--- config.mk ---
export PLATFORM = sky130hd
export DESIGN_NAME = gfr_mac
export DESIGN_NICKNAME = d
export VERILOG_FILES = /design/src/rtl/core/gfr_pkg.sv /design/src/rtl/core/gfr_mac.sv
export SDC_FILE = /design/constraint.sdc
export NUM_CORES = 1
export LEC_CHECK = 0
export BUFFER_PORTS_ARGS = -buffer_cell sky130_fd_sc_hd__buf_4
export CAP_MARGIN = 20
export CELL_PAD_IN_SITES_DETAIL_PLACEMENT = 0
export CELL_PAD_IN_SITES_GLOBAL_PLACEMENT = 1
export CORE_MARGIN = 2
export CORE_UTILIZATION = 50
export DETAILED_ROUTE_END_ITERATION = 10
export PLACE_DENSITY = 0.88
export SLEW_MARGIN = 20
export SYNTH_ARGS = -nofsm -noshare
export SYNTH_HDL_FRONTEND = slang
export SYNTH_SLANG_ARGS = --single-unit
--- constraint.sdc ---
create_clock -name vclk -period 29.4
set_input_delay 4.41 -clock vclk [all_inputs]
set_output_delay 4.41 -clock vclk [all_outputs]
set_load 0.05 [all_outputs]
--- src/rtl/core/gfr_pkg.sv ---
`default_nettype none
// ----------------------------------------------------------------------------
// Glyph renderer package
// Shared constants, codes, types and the pixel mask function of the framebuffer glyph renderer.
// ----------------------------------------------------------------------------
package gfr_pkg;

   localparam int GLYPH_COUNT   = 256;
   localparam int GLYPH_ROWS    = 16;
   localparam int GLYPH_COLUMNS = 8;

   localparam int STORE_DEPTH = GLYPH_COUNT * GLYPH_ROWS;
   localparam int STORE_AW    = (STORE_DEPTH > 1) ? $clog2(STORE_DEPTH) : 1;
   localparam int ROW_W       = (GLYPH_ROWS > 1) ? $clog2(GLYPH_ROWS) : 1;

   localparam int ADDR_W   = 64;
   localparam int COLOR_W  = 32;
   localparam int LINE_W   = 16;
   localparam int POS_W    = 16;
   localparam int BPP_W    = 6;
   localparam int BYTES_W  = 3;
   localparam int STRIDE_W = LINE_W + BYTES_W;
   localparam int CODE_W   = 8;
   localparam int GROW_W   = 4;
   localparam int FONT_W   = 8;
   localparam int CSR_INDEX_W = 2;

   localparam logic [ADDR_W-1:0] FRAME_BASE_RESET = '0;
   localparam logic [BPP_W-1:0]  BPP_RESET        = 6'd32;
   localparam logic [LINE_W-1:0] LINE_WIDTH_RESET = 16'd640;

   typedef enum logic [CSR_INDEX_W-1:0] {
      CSR_FRAME_BASE     = 2'd0,
      CSR_BITS_PER_PIXEL = 2'd1,
      CSR_LINE_WIDTH     = 2'd2
   } csr_index_type;

   typedef enum logic {
      ACT_LOAD = 1'b0,
      ACT_DRAW = 1'b1
   } action_type;

   typedef enum logic [1:0] {
      OP_LINE,
      OP_SCALE,
      OP_STRIDE,
      OP_STEP
   } mac_op_type;

   typedef enum logic [2:0] {
      ST_IDLE,
      ST_LINE,
      ST_SCALE,
      ST_STRIDE,
      ST_ROW
   } state_type;

   function automatic logic [COLOR_W-1:0] pixel_mask(input logic [BYTES_W-1:0] bytes);
      logic [COLOR_W-1:0] mask;
      case (bytes)
         3'd1:    mask = 32'h0000_00FF;
         3'd2:    mask = 32'h0000_FFFF;
         3'd3:    mask = 32'h00FF_FFFF;
         default: mask = 32'hFFFF_FFFF;
      endcase
      return mask;
   endfunction

endpackage
`default_nettype wire

--- src/rtl/core/gfr_mac.sv ---
`default_nettype none
// ----------------------------------------------------------------------------
// Address multiply-add unit
// Shared multiply-add that builds the row addresses step by step.
// ----------------------------------------------------------------------------
module gfr_mac (
   input  wire gfr_pkg::mac_op_type              op,
   input  wire logic [gfr_pkg::ADDR_W-1:0]       frame_base,
   input  wire logic [gfr_pkg::LINE_W-1:0]       line_width,
   input  wire logic [gfr_pkg::BYTES_W-1:0]      pixel_bytes,
   input  wire logic [gfr_pkg::POS_W-1:0]        x_pos,
   input  wire logic [gfr_pkg::POS_W-1:0]        y_pos,
   input  wire logic [gfr_pkg::ADDR_W-1:0]       addr,
   input  wire logic [gfr_pkg::STRIDE_W-1:0]     stride,
   output logic      [gfr_pkg::ADDR_W-1:0]       result
);
   import gfr_pkg::*;

   logic [31:0]       mul_a;
   logic [15:0]       mul_b;
   logic [ADDR_W-1:0] add_c;
   logic [47:0]       prod;

   always_comb begin
      case (op)
         OP_LINE: begin
            mul_a = 32'(y_pos);
            mul_b = line_width;
            add_c = 64'(x_pos);
         end
         OP_SCALE: begin
            mul_a = addr[31:0];
            mul_b = 16'(pixel_bytes);
            add_c = frame_base;
         end
         OP_STRIDE: begin
            mul_a = 32'(line_width);
            mul_b = 16'(pixel_bytes);
            add_c = '0;
         end
         OP_STEP: begin
            mul_a = 32'(stride);
            mul_b = 16'd1;
            add_c = addr;
         end
         default: begin
            mul_a = '0;
            mul_b = '0;
            add_c = '0;
         end
      endcase
   end

   assign prod   = mul_a * mul_b;
   assign result = add_c + 64'(prod);

endmodule
`default_nettype wire

# [Word-level counts from Yosys, hierarchy flattened]
# Cells that the tools add are included.
[op_classes] add_sub_neg=1 mul=1 n_eq_ne=3 mux=3 n_reduce_logical=2
[op_table] op="64-bit case mux with 4 select lines" count=1
[op_table] op="32-bit case mux with 4 select lines" count=1
[op_table] op="64-bit by 48-bit adder with 64-bit output" count=1
[op_table] op="32-bit by 16-bit multiplier with 48-bit output" count=1
[op_table] op="16-bit case mux with 3 select lines" count=1
[op_table] op="2-bit equality test (second input constant)" count=2
[op_table] op="2-bit by 1-bit equality test with 1-bit output (second input constant)" count=1
[op_table] op="2-bit logical NOT" count=1
[op_table] op="2-bit OR reduction" count=1
[totals] reg_bits=0 input_bits=200 out_inout_bits=64 elab_cells=10

# [Logic depth before layout (Yosys ltp)]
# Gate-level depths: netlist (run 1).
[logic_depth] depth_word=5 ltp_mapped=32 depth_no_buf=28

# [Worst setup path before layout (run 1)]
# Ideal clock, no wire load.
[synth_timing] kind="input to output" from="in op[1]" to="out result[48] (netlist bit)" arrival_ps=12033 required_time_ps=24990 path_slack_ps=12957 cell_stages=30 n_path_buf=6 cell_sequence="inv_1 ha_1 buf_2 clkbuf_1 clkbuf_1 clkbuf_1 and2_1 clkbuf_1 nand2_1 fa_1 inv_1 fa_1 inv_1 fa_1 inv_1 fa_1 fa_1 inv_1 fa_1 inv_1 ha_1 buf_2 a21oi_1 o21ai_0 nor2_1 o2111ai_1 nand3_1 nand3_1 o31ai_1 a21boi_0"
[synth_between] elab_chain_len=5 word_cells_on_any_way=10 cone_classes="add/sub: 1; mul: 1; eq/ne: 3; mux: 3; reduce/logical: 2"
[synth_lines] element="from (decl)" line_no="gfr_mac.sv:7" rtl="input wire gfr_pkg::mac_op_type op,"
[synth_lines] element="2-bit equality test / 2-bit by 1-bit equality test with 1-bit output (equally long branches)" line_no="gfr_mac.sv:25" rtl="case (op)"
[synth_lines] element="2-bit OR reduction (no source line)"
[synth_lines] element="16-bit case mux with 3 select lines" line_no="gfr_mac.sv:25"
[synth_lines] element="32-bit by 16-bit multiplier with 48-bit output" line_no="gfr_mac.sv:54" rtl="assign prod = mul_a * mul_b;"
[synth_lines] element="64-bit by 48-bit adder with 64-bit output *" line_no="gfr_mac.sv:55" rtl="assign result = add_c + 64'(prod);"
[synth_lines] element="to (decl)" line_no="gfr_mac.sv:15" rtl="output logic [gfr_pkg::ADDR_W-1:0] result"
# Every way passes the cells marked *; elsewhere a longest branch is shown, timed or not.

# [Worst setup path after layout (run 1)]
[layout_timing] from="in op[1]" to="out result[50] (netlist bit)"
# The elaborated chain is that of the path after synthesis.

==> metrics.txt, run 1 <==
CTS resizes 0; Rows 72; most common cell after layout, fill and taps aside inv_1; Comb pwr share 100.0%; DPL Wire Length 55200 um; Hold Vio Cnt, Final 0; Netlist cell types 63; data required time of the worst path 24.99 ns; clock share of power 0%; Final setup viols 0; Worst EP arrival 13.61 ns; Critical Path Start Type input port; min-delay worst type in2out; Power Dens Cells 47.3 mW/mm2; Reg power frac 0%; cell area after synthesis 0.0196 mm2; Int Power 330 uW; area grow syn2layout 12.0%; worst vdd ir 0.0951 mV; nets@finish 3423; FF/Latch Area 0 um2; initial antenna violation count 3; Syn. warnings 0; die width 202 um; Slowest-stage cell, CP buf_4; vias in the first global route 18.4k; iteration count of the initial detailed-routing pass 6; GRT overflow 0; average wire per standard cell 20.9 um; Sw Pwr 710 uW; Max Cap Viol 0; critical path's largest stage delay 0.65 ns; RSZ-0062 raised after global routing false; Initial Utilization 50.7%; critical path class in2out; final WL 65700 um; critical path's most frequent cell fa_1; largest net degree at the start of global routing 68; setup TNS 0 ns; Via Count 17.5k; Setup crit end kind primary output; final worst slack 11.38 ns; first-pass GRT wire length 104000 um; setup bufs post-CTS 0; Antenna Nets Post-Route 0; static leakage 11.2 nW; syn_nets 3261; CP Max Fanout 64; switching share of power 68.2%; Vias/cell 5.56; I/O Buffers 264; number of fill cells 3652; Final min period 18.02 ns; core area 0.0387 mm2; CLK BUF 0; Tot GR Track Use 33.0%; flip-flop and latch count 0; DRT iter0 DRCs 1317; Chip Height 202 um; Tcrit/Tclk final 61.3%; status finished, final reports clean; gpl congestion 0.961; Max-slew headroom 24.5%; # DRC 0; launch point of the worst path op[1]; post-cts hold buffer count 0; Slew Limit Fails 0; Seq/Total Area, Yosys 0%; I/O Pins 264; Synth Instances 2465; Place WS 11.20 ns; Syn Area/Cell 7.96 um2; hold_sp x_pos[0]; Max Clk Rate 55.5 MHz; Worst-Margin Slew 1.13 ns; die area 0.0408 mm2; share of layout cells above drive strength 1 12.5%; commonest cells after routing, fill and taps aside inv_1, nand2_1, fa_1, buf_4, nor2_1
## per-layer routing
| layer | track usage, % | vias to the layer above | wire [um] |
|---|---|---|---|
| li1 | - | 7706 | - |
| met1 | 44.2 | 8764 | 26000 |
| met2 | 54.3 | 852 | 30500 |
| met3 | 5.95 | 155 | 6360 |
| met4 | 11.2 | 2 | 2780 |
| met5 | 0 | - | 13 |
## critical path: cells and delay by family
family | cells | cell delay, ns
mux | 2 | 0.54
compound gates | 6 | 2.14
buf+inv | 7 | 1.25
fa+ha+maj | 8 | 3.91
simple gates | 5 | 1.29
## layout make-up
class	instances	area, um2	share of cell area, %
tap	518	648	2.95
multi-input combinational	1764	17000	77.4
timing repair buffer	290	2180	9.90
inverter	571	2140	9.75
antenna	1	2.50	0.0114
## metrics by stage
step           hold slack [ns]  util, %  instance area (um2)  cells  power, mW
3_3_place_gp              9.32     56.7                22000   3142       1.02
3_5_place_dp              9.32     56.7                22000   3143       1.03
4_1_cts                   9.33     56.7                22000   3143       1.04
6_report                  9.33     56.8                22000   3144       1.04
5_1_grt                   9.35     56.8                22000   3144       1.12
2_1_floorplan             9.30        -                19600   2465      0.720
## path summary, 6_finish.rpt
| kind | endpoint | slack [ns] | cells past startpoint |
|---|---|---|---|
| max | result[50] | 11.38 | 28 |
| min | result[0] | 9.33 | 5 |
## synth_stat cells (all sizes together), types with 25 or more instances
cell type | number | share of area (%)
inv | 571 | 11
o21ai | 49 | 1.3
ha | 130 | 8.3
clkbuf | 105 | 2.0
nand2 | 470 | 9.0
xnor2 | 40 | 1.8
and2 | 31 | 0.99
a21oi | 65 | 1.8
buf | 25 | 0.57
a22oi | 52 | 2.0
fa | 466 | 48
nor2 | 232 | 4.5
## kinds of logic after synthesis
| family | count (synthesis) | share of synthesized area (%) |
|---|---|---|
| XOR/XNOR | 56 | 2.50 |
| buffers and inverters | 701 | 13.5 |
| adder cells (fa/ha/maj) | 596 | 55.8 |
| AND/OR/NAND/NOR | 809 | 16.8 |
| multiplexers | 31 | 1.68 |
| AO/OA/AOI/OAI | 272 | 9.74 |
## power groups by stage
stage,Sequential [mW],Clock (mW),Combinational (mW)
after CTS,0,0,1.04
after floorplan,0,0,0.720
after detailed placement,0,0,1.03
after global routing,0,0.00000000455,1.12
final,0,0.00000000455,1.04
after global placement,0,0,1.02
No activity file was read; power rests on OpenSTA's default activity.
==> run 2: changes to the inputs <==
Settings changed: CORE_UTILIZATION 50 to 46, PLACE_DENSITY 0.88 to 0.82.
Clock period 29.4 ns to 16.69 ns, I/O delays scaled along.
==> run 2 against run 1 <==
Utilization decreased by 4.4 points; sequential share of layout area unchanged; critical path depth decreased by 2; largest cell class unchanged; wire length increased by 6.7%; first-iteration DRC count increased by 10%; die area increased by 8.5%; critical path type unchanged.
==> metrics.txt, run 2 (synthesis gave the netlist of run 1 again) <==
RSZ-0062 raised after global routing false; Rows 75; most common cell after layout, fill and taps aside inv_1; vias in the first global route 18.4k; Final setup viols 0; die width 211 um; GRT overflow 0; Util after Layout 52.4%; share of layout cells above drive strength 1 12.6%; status finished, final reports clean; Critical Path Start Type input port; CTS resizes 0; Max Cap Viol 0; critical path class in2out; critical path's largest stage delay 0.71 ns; setup bufs post-CTS 0; gpl congestion 1.04; Worst-Margin Slew 1.10 ns; Tot GR Track Use 32.6%; initial antenna violation count 2; Final Instance Count excl. Fillers 3166; power consumption 1.83 mW; die area 0.0443 mm2; Setup crit end kind primary output; placed insts 3166; static leakage 11.2 nW; Initial Utilization 46.7%; CP delay by family, top adder cells; number of fill cells 4111; core area 0.0420 mm2; Slowest-stage cell, CP a21oi_1; FF/Latch Area 0 um2; Chip Height 211 um; flip-flop and latch count 0; Max-slew headroom 26.5%; setup TNS 0 ns; DPL Wire Length 60300 um; min-delay worst type in2out; Max Clk Rate 71.3 MHz; I/O Pins 264; Via Count 17.2k; final WL 70100 um; commonest cells after routing, fill and taps aside inv_1, nand2_1, fa_1, buf_4, nor2_1; first-pass GRT wire length 109000 um; Vias/cell 5.45; nets@finish 3425; largest net degree at the start of global routing 65; Final min period 14.03 ns; Worst EP arrival 11.53 ns; average wire per standard cell 22.1 um; CLK BUF 0; area grow syn2layout 12.2%; Power Dens Cells 83.3 mW/mm2; data required time of the worst path 14.19 ns; iteration count of the initial detailed-routing pass 6; # DRC 0; number of diodes 0; DRT iter0 DRCs 1449; Hold Vio Cnt, Final 0; Slew Limit Fails 0; CP Max Fanout 64; post-cts hold buffer count 0; Tcrit/Tclk final 84.1%; I/O Buffers 264; worst vdd ir 0.226 mV; Antenna Nets Post-Route 0; CP bufs+invs 6; multi-input logic area 0.0170 mm2; critical path's most frequent cell fa_1
[run 2: cell type report]
| type | count | share of cell area, % |
|---|---|---|
| Inverter | 571 | 9.73 |
| Multi-Input combinational cell | 1764 | 77.3 |
| Tap cell | 539 | 3.06 |
| Timing Repair Buffer | 292 | 9.95 |
[run 2: where the power goes]
part	leakage (nW)	internal, mW	switching (mW)
clock	0	0	0
sequential	0	0	0
combinational	11.2	0.577	1.26
total	11.2	0.577	1.26
[run 2: through the flow]
step	setup slack [ns]	instance area (um2)	hold slack [ns]
floorplan	4.06	19600	5.49
global placement	3.00	22000	5.50
detailed placement	2.94	22000	5.51
CTS	2.93	22000	5.51
global route	2.24	22000	5.52
finish	2.66	22000	5.51
[run 2: final timing paths]
check,endpoint,cells after the start,from,slack [ns]
min,result[0],5,x_pos[0],5.51
max,result[50],26,op[1],2.66
[run 2: layer usage]
metal	GRT usage [%]	wire length, um
met4	11.9	3100
met1	44.3	29000
met5	0	17
met2	52.9	32200
met3	5.42	5790
